--- src/hw/rtl/cfd_pkg.sv ---
// Package for the CRC-16 frame deframer: shared constants, types and the
// CRC byte-update function. No dependencies.
package cfd_pkg;

    localparam int BYTE_W           = 8;
    localparam int LEN_W            = 16;
    localparam int CRC_W            = 16;
    localparam int BUFFER_DEPTH_DEF = 64;
    localparam int MAX_RESULTS      = 64;
    localparam int RES_W            = $clog2(MAX_RESULTS + 1);

    localparam logic [CRC_W-1:0]  CRC_INIT     = 16'hFFFF;
    localparam logic [CRC_W-1:0]  CRC_POLY     = 16'h1021;
    localparam logic [BYTE_W-1:0] HEADER_RESET = 8'hA5;

    // Scan sequencer states.
    typedef enum logic [3:0] {
        ST_IDLE,
        ST_CHECK,
        ST_HDR,
        ST_LENH,
        ST_LENL,
        ST_BODY,
        ST_VERIFY,
        ST_EMPTY,
        ST_EMIT_RD,
        ST_EMIT,
        ST_DONE
    } state_t;

    // One result item as handed from the sequencer to the output register.
    typedef struct packed {
        logic [BYTE_W-1:0] data;
        logic              last;
        logic              empty;
    } result_t;

    // One byte of CRC-16/CCITT-FALSE, MSB first.
    function automatic logic [CRC_W-1:0] crc_byte(input logic [CRC_W-1:0] crc,
                                                  input logic [BYTE_W-1:0] b);
        logic [CRC_W-1:0] c;
        c = crc ^ {b, 8'h00};
        for (int i = 0; i < 8; i++) begin
            if (c[CRC_W-1])
                c = {c[CRC_W-2:0], 1'b0} ^ CRC_POLY;
            else
                c = {c[CRC_W-2:0], 1'b0};
        end
        return c;
    endfunction

endpackage

--- src/hw/rtl/cfd_ram.sv ---
// Generic single-write, single-read synchronous RAM with a registered read.
// No dependencies.
module cfd_ram #(
    parameter int WIDTH = 8,
    parameter int DEPTH = 64
) (
    input  logic                     clk,
    input  logic                     wr_en,
    input  logic [$clog2(DEPTH)-1:0] wr_addr,
    input  logic [WIDTH-1:0]         wr_data,
    input  logic                     rd_en,
    input  logic [$clog2(DEPTH)-1:0] rd_addr,
    output logic [WIDTH-1:0]         rd_data
);

    logic [WIDTH-1:0] mem [DEPTH];
    logic [WIDTH-1:0] rd_data_reg;

    // Write port.
    always_ff @(posedge clk)
    begin
        if (wr_en)
            mem[wr_addr] <= wr_data;
    end

    // Read port; data holds until the next enabled read.
    always_ff @(posedge clk)
    begin
        if (rd_en)
            rd_data_reg <= mem[rd_addr];
    end

    assign rd_data = rd_data_reg;

endmodule

--- src/hw/rtl/cfd_seq.sv ---
// Scan sequencer of the frame deframer: appends bytes to the circular byte
// buffer, walks it for frames, checks CRCs and emits payloads. Uses cfd_pkg.
module cfd_seq #(
    parameter int BUFFER_DEPTH = cfd_pkg::BUFFER_DEPTH_DEF
) (
    input  logic                            clk,
    input  logic                            rst_n,
    input  logic [cfd_pkg::BYTE_W-1:0]      header_value,
    input  logic                            in_valid,
    output logic                            in_stall,
    input  logic [cfd_pkg::BYTE_W-1:0]      rx_byte,
    output logic                            mem_wr_en,
    output logic [$clog2(BUFFER_DEPTH)-1:0] mem_wr_addr,
    output logic [cfd_pkg::BYTE_W-1:0]      mem_wr_data,
    output logic                            mem_rd_en,
    output logic [$clog2(BUFFER_DEPTH)-1:0] mem_rd_addr,
    input  logic [cfd_pkg::BYTE_W-1:0]      mem_rd_data,
    input  logic                            out_free,
    output logic                            res_load,
    output cfd_pkg::result_t                res
);

    localparam int AW   = $clog2(BUFFER_DEPTH);
    localparam int CW   = $clog2(BUFFER_DEPTH + 1);
    localparam int EW   = ((cfd_pkg::LEN_W > CW) ? cfd_pkg::LEN_W : CW) + 2;
    localparam int RW   = cfd_pkg::RES_W;
    localparam int MAXL = BUFFER_DEPTH - 5;

    cfd_pkg::state_t           state_reg, state_next;
    logic [AW-1:0]             head_reg, head_next;
    logic [CW-1:0]             fill_reg, fill_next;
    logic [CW-1:0]             pos_reg, pos_next;
    logic [CW-1:0]             len_reg, len_next;
    logic [CW-1:0]             cnt_reg, cnt_next;
    logic [CW-1:0]             off_reg, off_next;
    logic [CW-1:0]             k_reg, k_next;
    logic [RW-1:0]             results_reg, results_next;
    logic [cfd_pkg::BYTE_W-1:0] len_hi_reg, len_hi_next;
    logic [cfd_pkg::CRC_W-1:0]  crc_reg, crc_next;
    logic [cfd_pkg::CRC_W-1:0]  crc_upd;
    logic [CW-1:0]             rd_off;
    logic [cfd_pkg::LEN_W-1:0] len_full;
    logic [EW-1:0]             need;

    // Buffer offset to physical address, relative to the current head.
    function automatic logic [AW-1:0] addr_of(input logic [AW-1:0] head,
                                              input logic [CW-1:0] off);
        logic [CW:0] s;
        s = {{(CW + 1 - AW){1'b0}}, head} + {1'b0, off};
        if (s >= (CW + 1)'(BUFFER_DEPTH))
            s = s - (CW + 1)'(BUFFER_DEPTH);
        return s[AW-1:0];
    endfunction

    assign crc_upd     = cfd_pkg::crc_byte(crc_reg, mem_rd_data);
    assign len_full    = {len_hi_reg, mem_rd_data};
    assign need        = (len_reg == '0) ? EW'(1) : EW'(len_reg);
    assign in_stall    = (state_reg != cfd_pkg::ST_IDLE);
    assign mem_wr_data = rx_byte;
    assign mem_rd_addr = addr_of(head_reg, rd_off);

    // State and datapath registers.
    always_ff @(posedge clk or negedge rst_n)
    begin
        if (!rst_n) begin
            state_reg   <= cfd_pkg::ST_IDLE;
            head_reg    <= '0;
            fill_reg    <= '0;
            pos_reg     <= '0;
            results_reg <= '0;
        end else begin
            state_reg   <= state_next;
            head_reg    <= head_next;
            fill_reg    <= fill_next;
            pos_reg     <= pos_next;
            results_reg <= results_next;
        end
    end

    always_ff @(posedge clk)
    begin
        len_reg    <= len_next;
        cnt_reg    <= cnt_next;
        off_reg    <= off_next;
        k_reg      <= k_next;
        len_hi_reg <= len_hi_next;
        crc_reg    <= crc_next;
    end

    // Next state, memory requests and results.
    always_comb
    begin
        state_next   = state_reg;
        head_next    = head_reg;
        fill_next    = fill_reg;
        pos_next     = pos_reg;
        len_next     = len_reg;
        cnt_next     = cnt_reg;
        off_next     = off_reg;
        k_next       = k_reg;
        results_next = results_reg;
        len_hi_next  = len_hi_reg;
        crc_next     = crc_reg;
        mem_wr_en    = 1'b0;
        mem_wr_addr  = addr_of(head_reg, fill_reg);
        mem_rd_en    = 1'b0;
        rd_off       = pos_reg;
        res_load     = 1'b0;
        res          = '0;

        case (state_reg)
            cfd_pkg::ST_IDLE:
            begin
                if (in_valid) begin
                    mem_wr_en = 1'b1;
                    if (fill_reg == CW'(BUFFER_DEPTH)) begin
                        // Full buffer: the new byte replaces the oldest one.
                        mem_wr_addr = head_reg;
                        head_next   = addr_of(head_reg, CW'(1));
                    end else begin
                        fill_next = fill_reg + CW'(1);
                    end
                    pos_next     = '0;
                    results_next = '0;
                    state_next   = cfd_pkg::ST_CHECK;
                end
            end

            cfd_pkg::ST_CHECK:
            begin
                if (EW'(pos_reg) + EW'(4) > EW'(fill_reg)) begin
                    state_next = cfd_pkg::ST_DONE;
                end else begin
                    mem_rd_en  = 1'b1;
                    rd_off     = pos_reg;
                    state_next = cfd_pkg::ST_HDR;
                end
            end

            cfd_pkg::ST_HDR:
            begin
                if (mem_rd_data != header_value) begin
                    pos_next   = pos_reg + CW'(1);
                    state_next = cfd_pkg::ST_CHECK;
                end else begin
                    mem_rd_en  = 1'b1;
                    rd_off     = pos_reg + CW'(1);
                    crc_next   = cfd_pkg::CRC_INIT;
                    state_next = cfd_pkg::ST_LENH;
                end
            end

            cfd_pkg::ST_LENH:
            begin
                len_hi_next = mem_rd_data;
                crc_next    = crc_upd;
                mem_rd_en   = 1'b1;
                rd_off      = pos_reg + CW'(2);
                state_next  = cfd_pkg::ST_LENL;
            end

            cfd_pkg::ST_LENL:
            begin
                crc_next = crc_upd;
                if (EW'(len_full) > EW'(MAXL)) begin
                    // Length that can never fit: a false header.
                    pos_next   = pos_reg + CW'(1);
                    state_next = cfd_pkg::ST_CHECK;
                end else if (EW'(pos_reg) + EW'(len_full) + EW'(5) > EW'(fill_reg)) begin
                    // Frame not complete yet; wait for more bytes.
                    state_next = cfd_pkg::ST_DONE;
                end else begin
                    len_next   = CW'(len_full);
                    cnt_next   = CW'(len_full) + CW'(2);
                    mem_rd_en  = 1'b1;
                    rd_off     = pos_reg + CW'(3);
                    off_next   = pos_reg + CW'(4);
                    state_next = cfd_pkg::ST_BODY;
                end
            end

            cfd_pkg::ST_BODY:
            begin
                // CRC runs over payload and the received CRC; zero means a match.
                crc_next = crc_upd;
                cnt_next = cnt_reg - CW'(1);
                if (cnt_reg == CW'(1)) begin
                    state_next = cfd_pkg::ST_VERIFY;
                end else begin
                    mem_rd_en = 1'b1;
                    rd_off    = off_reg;
                    off_next  = off_reg + CW'(1);
                end
            end

            cfd_pkg::ST_VERIFY:
            begin
                if (crc_reg != '0) begin
                    pos_next   = pos_reg + CW'(1);
                    state_next = cfd_pkg::ST_CHECK;
                end else if (EW'(results_reg) + need > EW'(cfd_pkg::MAX_RESULTS)) begin
                    state_next = cfd_pkg::ST_DONE;
                end else if (len_reg == '0) begin
                    state_next = cfd_pkg::ST_EMPTY;
                end else begin
                    k_next     = '0;
                    state_next = cfd_pkg::ST_EMIT_RD;
                end
            end

            cfd_pkg::ST_EMPTY:
            begin
                if (out_free) begin
                    res_load     = 1'b1;
                    res.data     = '0;
                    res.last     = 1'b1;
                    res.empty    = 1'b1;
                    results_next = results_reg + RW'(1);
                    pos_next     = pos_reg + CW'(5);
                    state_next   = cfd_pkg::ST_CHECK;
                end
            end

            cfd_pkg::ST_EMIT_RD:
            begin
                mem_rd_en  = 1'b1;
                rd_off     = pos_reg + CW'(3) + k_reg;
                state_next = cfd_pkg::ST_EMIT;
            end

            cfd_pkg::ST_EMIT:
            begin
                if (out_free) begin
                    res_load     = 1'b1;
                    res.data     = mem_rd_data;
                    res.last     = (k_reg + CW'(1) == len_reg);
                    res.empty    = 1'b0;
                    results_next = results_reg + RW'(1);
                    k_next       = k_reg + CW'(1);
                    if (k_reg + CW'(1) == len_reg) begin
                        pos_next   = pos_reg + len_reg + CW'(5);
                        state_next = cfd_pkg::ST_CHECK;
                    end else begin
                        state_next = cfd_pkg::ST_EMIT_RD;
                    end
                end
            end

            cfd_pkg::ST_DONE:
            begin
                // Drop every byte the scan passed over.
                head_next  = addr_of(head_reg, pos_reg);
                fill_next  = fill_reg - pos_reg;
                state_next = cfd_pkg::ST_IDLE;
            end

            default:
            begin
                state_next = cfd_pkg::ST_IDLE;
            end
        endcase
    end

endmodule

--- src/hw/rtl/crc16_frame_deframer.sv ---
// Top level of the CRC-16 frame deframer: header register, output register,
// byte buffer RAM and scan sequencer. Uses cfd_pkg, cfd_ram and cfd_seq.
//
// Usage:
//   Received bytes enter on rx_byte with in_valid/in_stall; a transfer takes
//   place when in_valid is high and in_stall is low. Frames are a header
//   byte, a big-endian 16-bit length, the payload and a big-endian
//   CRC-16/CCITT-FALSE over length and payload. Each verified frame leaves
//   as one transfer per payload byte on payload_byte/packet_last/
//   packet_empty with out_valid/out_stall; an empty frame gives one transfer
//   with packet_empty set. The header byte is written through
//   cfg_valid/cfg_ready/cfg_data; the user must write it only while the
//   block is idle, which the block itself does not enforce.
//   After each accepted byte the sequencer rescans the buffer from its oldest
//   byte: it skips bytes that start no frame, checks the CRC of each
//   candidate frame, emits the payload of each verified one and then drops
//   the bytes it passed over; in_stall stays high until the scan is done.
//   Reset empties the buffer and sets the header to 0xA5; no clearing pass.
//   When the receiver stalls, the output register holds its result and the
//   scan waits on the next payload byte or empty marker until it frees up.
module crc16_frame_deframer #(
    parameter int BUFFER_DEPTH = cfd_pkg::BUFFER_DEPTH_DEF
) (
    input  logic                       clk,
    input  logic                       rst_n,
    input  logic                       cfg_valid,
    output logic                       cfg_ready,
    input  logic [cfd_pkg::BYTE_W-1:0] cfg_data,
    input  logic                       in_valid,
    output logic                       in_stall,
    input  logic [cfd_pkg::BYTE_W-1:0] rx_byte,
    output logic                       out_valid,
    input  logic                       out_stall,
    output logic [cfd_pkg::BYTE_W-1:0] payload_byte,
    output logic                       packet_last,
    output logic                       packet_empty
);

    localparam int AW = $clog2(BUFFER_DEPTH);

    logic [cfd_pkg::BYTE_W-1:0] header_reg;
    logic                       out_valid_reg;
    cfd_pkg::result_t           out_reg;
    logic                       out_free;
    logic                       res_load;
    cfd_pkg::result_t           res;
    logic                       mem_wr_en;
    logic [AW-1:0]              mem_wr_addr;
    logic [cfd_pkg::BYTE_W-1:0] mem_wr_data;
    logic                       mem_rd_en;
    logic [AW-1:0]              mem_rd_addr;
    logic [cfd_pkg::BYTE_W-1:0] mem_rd_data;

    // Header register, written by a configuration transfer.
    assign cfg_ready = 1'b1;

    always_ff @(posedge clk or negedge rst_n)
    begin
        if (!rst_n)
            header_reg <= cfd_pkg::HEADER_RESET;
        else if (cfg_valid && cfg_ready)
            header_reg <= cfg_data;
    end

    // Output register; free when empty or when its result leaves this cycle.
    assign out_free = !out_valid_reg || !out_stall;

    always_ff @(posedge clk or negedge rst_n)
    begin
        if (!rst_n)
            out_valid_reg <= 1'b0;
        else if (res_load)
            out_valid_reg <= 1'b1;
        else if (!out_stall)
            out_valid_reg <= 1'b0;
    end

    always_ff @(posedge clk)
    begin
        if (res_load)
            out_reg <= res;
    end

    assign out_valid    = out_valid_reg;
    assign payload_byte = out_reg.data;
    assign packet_last  = out_reg.last;
    assign packet_empty = out_reg.empty;

    // Byte buffer.
    cfd_ram #(
        .WIDTH (cfd_pkg::BYTE_W),
        .DEPTH (BUFFER_DEPTH)
    ) u_ram (
        .clk     (clk),
        .wr_en   (mem_wr_en),
        .wr_addr (mem_wr_addr),
        .wr_data (mem_wr_data),
        .rd_en   (mem_rd_en),
        .rd_addr (mem_rd_addr),
        .rd_data (mem_rd_data)
    );

    // Scan sequencer.
    cfd_seq #(
        .BUFFER_DEPTH (BUFFER_DEPTH)
    ) u_seq (
        .clk          (clk),
        .rst_n        (rst_n),
        .header_value (header_reg),
        .in_valid     (in_valid),
        .in_stall     (in_stall),
        .rx_byte      (rx_byte),
        .mem_wr_en    (mem_wr_en),
        .mem_wr_addr  (mem_wr_addr),
        .mem_wr_data  (mem_wr_data),
        .mem_rd_en    (mem_rd_en),
        .mem_rd_addr  (mem_rd_addr),
        .mem_rd_data  (mem_rd_data),
        .out_free     (out_free),
        .res_load     (res_load),
        .res          (res)
    );

endmodule
--- config.mk ---
export PLATFORM = sky130hd
export DESIGN_NAME = crc16_frame_deframer
export DESIGN_NICKNAME = d
export VERILOG_FILES = /design/src/hw/rtl/cfd_pkg.sv /design/src/hw/rtl/cfd_ram.sv /design/src/hw/rtl/cfd_seq.sv /design/src/hw/rtl/crc16_frame_deframer.sv
export SDC_FILE = /design/constraint.sdc
export NUM_CORES = 1
export LEC_CHECK = 0
export ABC_CLOCK_PERIOD_IN_PS = 6500
export BUFFER_PORTS_ARGS = -buffer_cell sky130_fd_sc_hd__buf_2
export CORE_ASPECT_RATIO = 1.4
export CORE_MARGIN = 3
export CORE_UTILIZATION = 54
export CTS_BUF_LIST = sky130_fd_sc_hd__clkbuf_4 sky130_fd_sc_hd__clkbuf_8
export DETAILED_ROUTE_END_ITERATION = 10
export PLACE_DENSITY = 0.73
export SLEW_MARGIN = 20
export SYNTH_ARGS = -nofsm -noshare
export SYNTH_HDL_FRONTEND = slang
export SYNTH_HIERARCHICAL = 1
export SYNTH_SLANG_ARGS = --single-unit
--- constraint.sdc ---
create_clock -name clk -period 6.5 [get_ports clk]
set_clock_uncertainty 0.05 [all_clocks]
set_input_delay 0.975 -clock clk [delete_from_list [all_inputs] [get_ports clk]]
set_output_delay 0.975 -clock clk [all_outputs]
set_load 0.005 [all_outputs]
== Word-level counts from Yosys, hierarchy flattened ==
Memories as Yosys holds them, arrays and structs flattened. A register that Yosys moved wholly into a read port is not among the register bits.
Cells that the tools add are included.
Cells by class
  add/subtract/negate cells: 27
  $lt $le $gt $ge: 8
  equality and inequality tests: 33
  mux-type cells: 81
  bitwise gates (word level): 11
  reduce and logical (&&, ||, !) cells: 26
Operator list (number)
  $mux 7: 24
  $mux 13: 8
  $pmux 7 s2: 5
  $mux 6: 9
  $mux 4: 11
  $pmux 7 s6: 1
  $pmux 4 s10: 1
  $gt 18x7->1: 2
  $add 7x1->7 const B: 5
  $pmux 7 s5: 1
  $pmux 16 s2: 1
  $add 6x7->8: 3
  $ge 8x7->1 const B: 3
  $not 3->3: 8
  $sub 6x1->6 const B: 4
  $ne 2x2->1 const B: 11
  $add 7x2->7 const B: 3
  $add 7x3->7 const B: 3
  $pmux 10 s2: 1
  $add 18x3->18 const B: 1
  $add 7x18->18: 1
  $gt 18x7->1 const B: 1
  $add 7x16->17: 1
  $eq 4x3->1 const B: 4
  38 further kinds: 74
Word-level totals
  flip-flop bits (word level): 102
  bits in writable memories: 512
  input port bits: 21
  output and inout bits: 13
  logic and storage cells: 203
  memories: 1
Memories
  u_ram.mem: depth 64, width 8, read ports 1, clocked after Yosys merged registers in 1, write ports 1, RTL line cfd_ram.sv:16  | logic [WIDTH-1:0] mem [DEPTH];

== Depth between registers and ports, before layout ==
  depth in word-level cells: 18
  mapped depth: 32
  depth with buffers taken out: 30

== By module ==
The synthesis kept the hierarchy.
By module, submodules not included
  cfd_ram: instances 1, cells an instance 967, area each 20317.0 um^2, sequential area each 15615.0 um^2
  cfd_seq: instances 1, cells an instance 895, area each 7908.8 um^2, sequential area each 2307.2 um^2
  crc16_frame_deframer: instances 1, cells an instance 32, area each 684.4 um^2, sequential area each 530.5 um^2

== Worst setup path after synthesis ==
Ideal clock, no wire load.
  path type: register -> register
  start point: register u_seq.pos_reg[2]
  end point: register u_ram.rd_data_reg[2], in the netlist u_ram/rd_data[2] (read register of u_ram.mem), data pin
  setup time: 261 ps
  data arrival time: 5901 ps
  required time: 6189 ps
  path slack: 288 ps
  stages on the path, launching flop included: 27
  path buffers: 3
  clock period less this slack: 6212 ps
  cell sequence: dfrtp_1 > clkbuf_1 > inv_1 > ha_1 > fa_1 > nor2b_1 > o22a_1 > xor2_1 > ha_1 > nand4_1 > o21ai_1 > o311ai_1 > a2111oi_4 > nand4_2 > nand3_1 > nand3_1 > o21ai_0 > ha_1 > inv_1 > fa_1 > xnor2_1 > clkbuf_1 > clkbuf_1 > mux4_2 > o22ai_1 > nor2_1 > a221o_1
Between the ends
  word-level cells in the longest chain between the ends: 9
  elaborated cells between the ends (all ways): 22
  classes of those cells: add/sub (9); order compare (3); mux (10)
RTL lines
  from (decl): RTL line cfd_seq.sv:32  | logic [CW-1:0] pos_reg, pos_next;
  from (signal assigned): RTL line cfd_seq.sv:75  | pos_reg <= pos_next;
  $add 7x16->17: RTL line cfd_seq.sv:169  | end else if (EW'(pos_reg) + EW'(len_full) + EW'(5) > EW'(fill_reg)) begin
  $add 18x3->18: RTL line cfd_seq.sv:169
  $gt 18x7->1: RTL line cfd_seq.sv:169
  $mux 7: RTL line cfd_seq.sv:169
  $mux 7: RTL line cfd_seq.sv:165  | if (EW'(len_full) > EW'(MAXL)) begin
  $pmux 7 s5 (*): RTL line cfd_seq.sv:111  | case (state_reg)
  $add 6x7->8 (*): RTL line cfd_seq.sv:49  | s = {{(CW + 1 - AW){1'b0}}, head} + {1'b0, off};
  $ge 8x7->1 or $sub 6x1->6 (tied branches): RTL line cfd_seq.sv:50, cfd_seq.sv:51
  $mux 6 (*): RTL line cfd_seq.sv:50  | if (s >= (CW + 1)'(BUFFER_DEPTH))
  named net mem_rd_addr[2]: RTL line crc16_frame_deframer.sv:51  | logic [AW-1:0] mem_rd_addr;
  to (decl): RTL line cfd_ram.sv:17  | logic [WIDTH-1:0] rd_data_reg;
Mark *: on every way through the listed nets, which the timed path passes. The rest lies on a longest branch.
A chain may end at the register's enable or synchronous reset.

== Worst setup path after layout ==
  start point: register u_ram.rd_data_reg[1], in the netlist u_ram/rd_data[1] (read register of u_ram.mem)
  end point: register u_ram.rd_data_reg[5], in the netlist u_ram/rd_data[5] (read register of u_ram.mem), data pin
Between the ends
  word-level cells in the longest chain between the ends: 9
  elaborated cells between the ends (all ways): 17
  classes of those cells: add/sub (4); order compare (3); eq/ne (1); mux (9)
RTL lines (RTL line)
  $add 7x16->17: cfd_seq.sv:169
  $add 18x3->18: cfd_seq.sv:169
  $gt 18x7->1: cfd_seq.sv:169
  $mux 7: cfd_seq.sv:169
  $mux 7: cfd_seq.sv:165
  $pmux 7 s5 (*): cfd_seq.sv:111
  $add 6x7->8 (*): cfd_seq.sv:49
  $ge 8x7->1 or $sub 6x1->6 (tied branches): cfd_seq.sv:50, cfd_seq.sv:51
  $mux 6 (*): cfd_seq.sv:50
  named net mem_rd_addr[1]: crc16_frame_deframer.sv:51
Marks and branches as above.

==> results summary <==
Entering global routing, the biggest net connects 65 pins. The number of buffers inserted by port buffering is 32. The final weighted congestion of routability-driven global placement is around 1. The largest driver fanout on the critical path came out at 21. The via count of the first global-routing pass is 17600.

The largest buffer count on any clock path came out at 3. The floorplan has 99 rows. The average footprint of a synthesized cell came out at 15.3 sq um. In the synthesized netlist the async set-or-reset flop fraction comes to 6.44%.

The aggregate global-route resource usage came out at approximately a quarter. The maximum frequency from static timing analysis came out at between 0.15 and 0.2 GHz. For this design, the slowest cell found on the critical path is fa_2. The fraction of the yosys area taken by sequential cells is approximately 64%. Data arrives at the worst endpoint at about 6.6 ns. The synthesized netlist occupies a cell area of 28900 sq um. The total DRC errors in the routed layout came out at 0. The area growth from synthesis to layout is 11.0%.

The endpoint kind of the worst setup timing path is a register. The post-synthesis cell type with the largest combined area is edfxtp_1. The H-tree level count came out at 3. The first global-routing pass estimated approximately 110 mm of wire. The cell that appears most often on the critical path is ha_1. The post-layout net count is about 2100. The count of flip-flops with a built-in enable after synthesis came out at just under 600. The critical path buffer and inverter count is 5. The worst hold path belongs to the class in2async. The post-synthesis compound-gate area fraction is slightly above 7%. The fraction of the mapped netlist area in simple logic gates came out at 7.34%. The die is ~200 um wide. The routed length per instance came out at 25.8 um. The worst-margin pin slew came out at between 1 and 1.5 ns. The relative max-transition margin came out at between 20% and 30%.

The initial cell density of the core came out at 55.0%. The final worst-path cycle share came out at between 90% and 100%. Of the cells placed in the final design, the portion with a size suffix greater than 1 is 21.6%. The total CTS buffers came out at between 90 and 100.

The kind of cell with the highest combined delay along the critical path is adder cells. The total area inside the core boundary comes to 52500 sq um. The via density per instance is ~6.2. The non-filler instance count after layout came out at about 2800. The post-synthesis mux area share came out at 11.3%.

The boundary pin count is 34. The die is 280 um tall. The first-iteration detailed-routing DRC count is 1519.

Counting every net in the synthesized netlist gives around 2000. The total clock sinks came out at around 620. After synthesis, the largest family of logic cells by area is multiplexers. The adder-cell share of the synthesized area is under 10%. TritonCTS built the clock tree. Of the total synthesized cell area, the portion taken by XOR and XNOR cells is under 10%. The number of detailed-route iterations in the first pass is 5. Setup violations remaining at the end of the flow were counted as 0.

The kind of start point of the critical path is a register. Among all flip-flop cells after synthesis, the most frequent one is edfxtp_1. The final number of max-transition violations is 0. The gate count of the mapped netlist came out at 1894. The flip-flop count of the largest register, all copies and words added came out at 512.

The category of the critical setup timing path is reg2reg. The total via count in the routed design came out at roughly 17000. For the finished layout, the period the worst path requires is between 6 and 7 ns. The stage delay of the slowest cell on the critical path came out at ~0.57 ns.

The worst-skew pair later-pin latency is between 0.7 and 0.8 ns. The count of synthesis-stage warnings from yosys is 6. The number of distinct standard cells referenced by the synthesized netlist is 96. The flow ran to the end, and the final reports show no timing, DRC or antenna violations.

Yosys attributes the largest share of cell area to edfxtp_1 (60%), mux4_2 (9.3%), ha_1 (3.7%). In this run, synthesis produced a sequential element count of approximately 620. The cell count after placement came out at between 2000 and 3000. The max-capacitance violation count is 0. The library cell used most frequently in the layout, excluding fill and tap cells, is edfxtp_1. The data required time at the worst endpoint came out at about 7 ns.

Once detailed placement completed, the half-perimeter wirelength came to 48.7 mm. The global route total overflow came out at 0. After clock tree synthesis, the clock-pin slew on the worst setup and hold paths is approximately 0.06 ns. The number of antenna violations at the first check in global routing came to 1.

The filler cell count in the final layout came out at 3913. The floorplan step defined a die boundary enclosing 56400 sq um. The library cells used most frequently in the layout, excluding fill and tap cells, are edfxtp_1 (581), nor2_1 (139), mux4_2 (119). The top cell type's share of synthesized area is between 60% and 70%. The hold violation count in the final report was 0. The cell sitting at the root of the clock tree is a clkbuf_8. The count of antenna-violating nets left after detailed routing is 0. The final routed wirelength across all metal layers is slightly above 70 mm.
[worst register-to-register path: stages, from the launching register on]
cell	delay [ns]
edfxtp_1	0.41
ha_1	0.31
ha_1	0.20
inv_1	0.07
fa_1	0.41
nor2b_2	0.17
o22a_1	0.18
xor2_1	0.17
ha_1	0.26
nand4_1	0.13
o21bai_1	0.13
a31oi_1	0.11
a221oi_2	0.31
nand4_2	0.17
buf_4	0.21
o211ai_2	0.19
nand2_1	0.09
and2_1	0.19
fa_2	0.57
clkinv_4	0.18
buf_12	0.23
mux4_2	0.28
nor2b_1	0.14
a2111oi_1	0.38
buf_4	0.19
nor3_1	0.04
a22o_1	0.21
[through the flow]
stage               hold slack [ns]  instance area [sq um]  worst slack (ns)  utilization, %  setup TNS, ns
floorplan                     0.418                  28900             0.288               -              0
global placement              0.425                  30000            -0.187            57.1         -0.348
detailed placement            0.451                  30000            -0.301            57.2         -0.617
CTS                           0.386                  31800            0.0130            60.6              0
global route                  0.239                  32100           -0.0236            61.1        -0.0276
finish                        0.222                  32100             0.313            61.1              0
[cell usage after synthesis, types with 6 or more instances]
master    instances
edfxtp_1        581
nor2_1          139
mux4_2          119
nand2_1          99
ha_1             85
xnor2_1          77
inv_1            64
a21oi_1          59
clkbuf_1         50
o21ai_0          49
nand3_1          48
nor3_1           37
dfrtp_1          36
mux2i_1          34
xor2_1           27
o22ai_1          22
a21o_1           21
a22oi_1          19
nor2b_1          19
nand2b_1         18
buf_2            16
a211oi_1         13
a31oi_1          13
and3_1           13
buf_4            12
nand4_1          12
o221ai_1         12
and2_1           11
buf_6            11
mux2_2           11
o21bai_1         11
o21a_1           10
fa_1              8
mux2_4            8
nor4_1            7
o21ai_1           7
or3_1             7
or2_2             6
[cell families after synthesis]
family	count (synthesis)
muxes	172
other	1
buffers and inverters	164
adders and majority gates	93
AOI/OAI and AO/OA	295
DFF	621
xor gates and xnor gates	107
and+or+nand+nor	441
[cell type report]
type	instances	area, sq um	share of cell area, %
diodes	1	2.50	0.00780
clock buffers	122	1520	4.75
clock inverters	40	262	0.815
inverters	66	253	0.788
multi-input cells	1109	9820	30.6
flip-flops and latches	621	18500	57.5
well taps	707	885	2.76
repair buffers	106	878	2.74
[per-layer routing]
metal  track usage [%]  wire [um]
met5                 0          0
met4              13.5       4240
met3              4.59       4470
met2              44.5      37100
met1              30.0      25700
[worst paths after layout]
path	slack, ns	depth (start not counted)	end	from
worst max-delay path	0.31	26	u_ram/rd_data[5]	u_ram/rd_data[1]
min in group clk	0.43	2	out_valid	out_stall
worst min register to register	0.46	1	out_valid	out_valid
worst min-delay path	0.22	1	u_seq/fill_reg[3]	rst_n
worst max register to register	0.31	26	u_ram/rd_data[5]	u_ram/rd_data[1]
max in group asynchronous	5.73	1	header_reg[1]	rst_n
[timing repair]
item                                   CTS  global route
gates cloned                             0             2
endpoints found under the hold margin    0             0
setup endpoints to repair                4             8
pin swaps                                0             8
gates resized for setup                  3            29
setup buffers                            0             9
hold buffers                             0             0
Power is not shown: default switching activity piles up to over one toggle a cycle in this logic, so the estimate is an artifact.
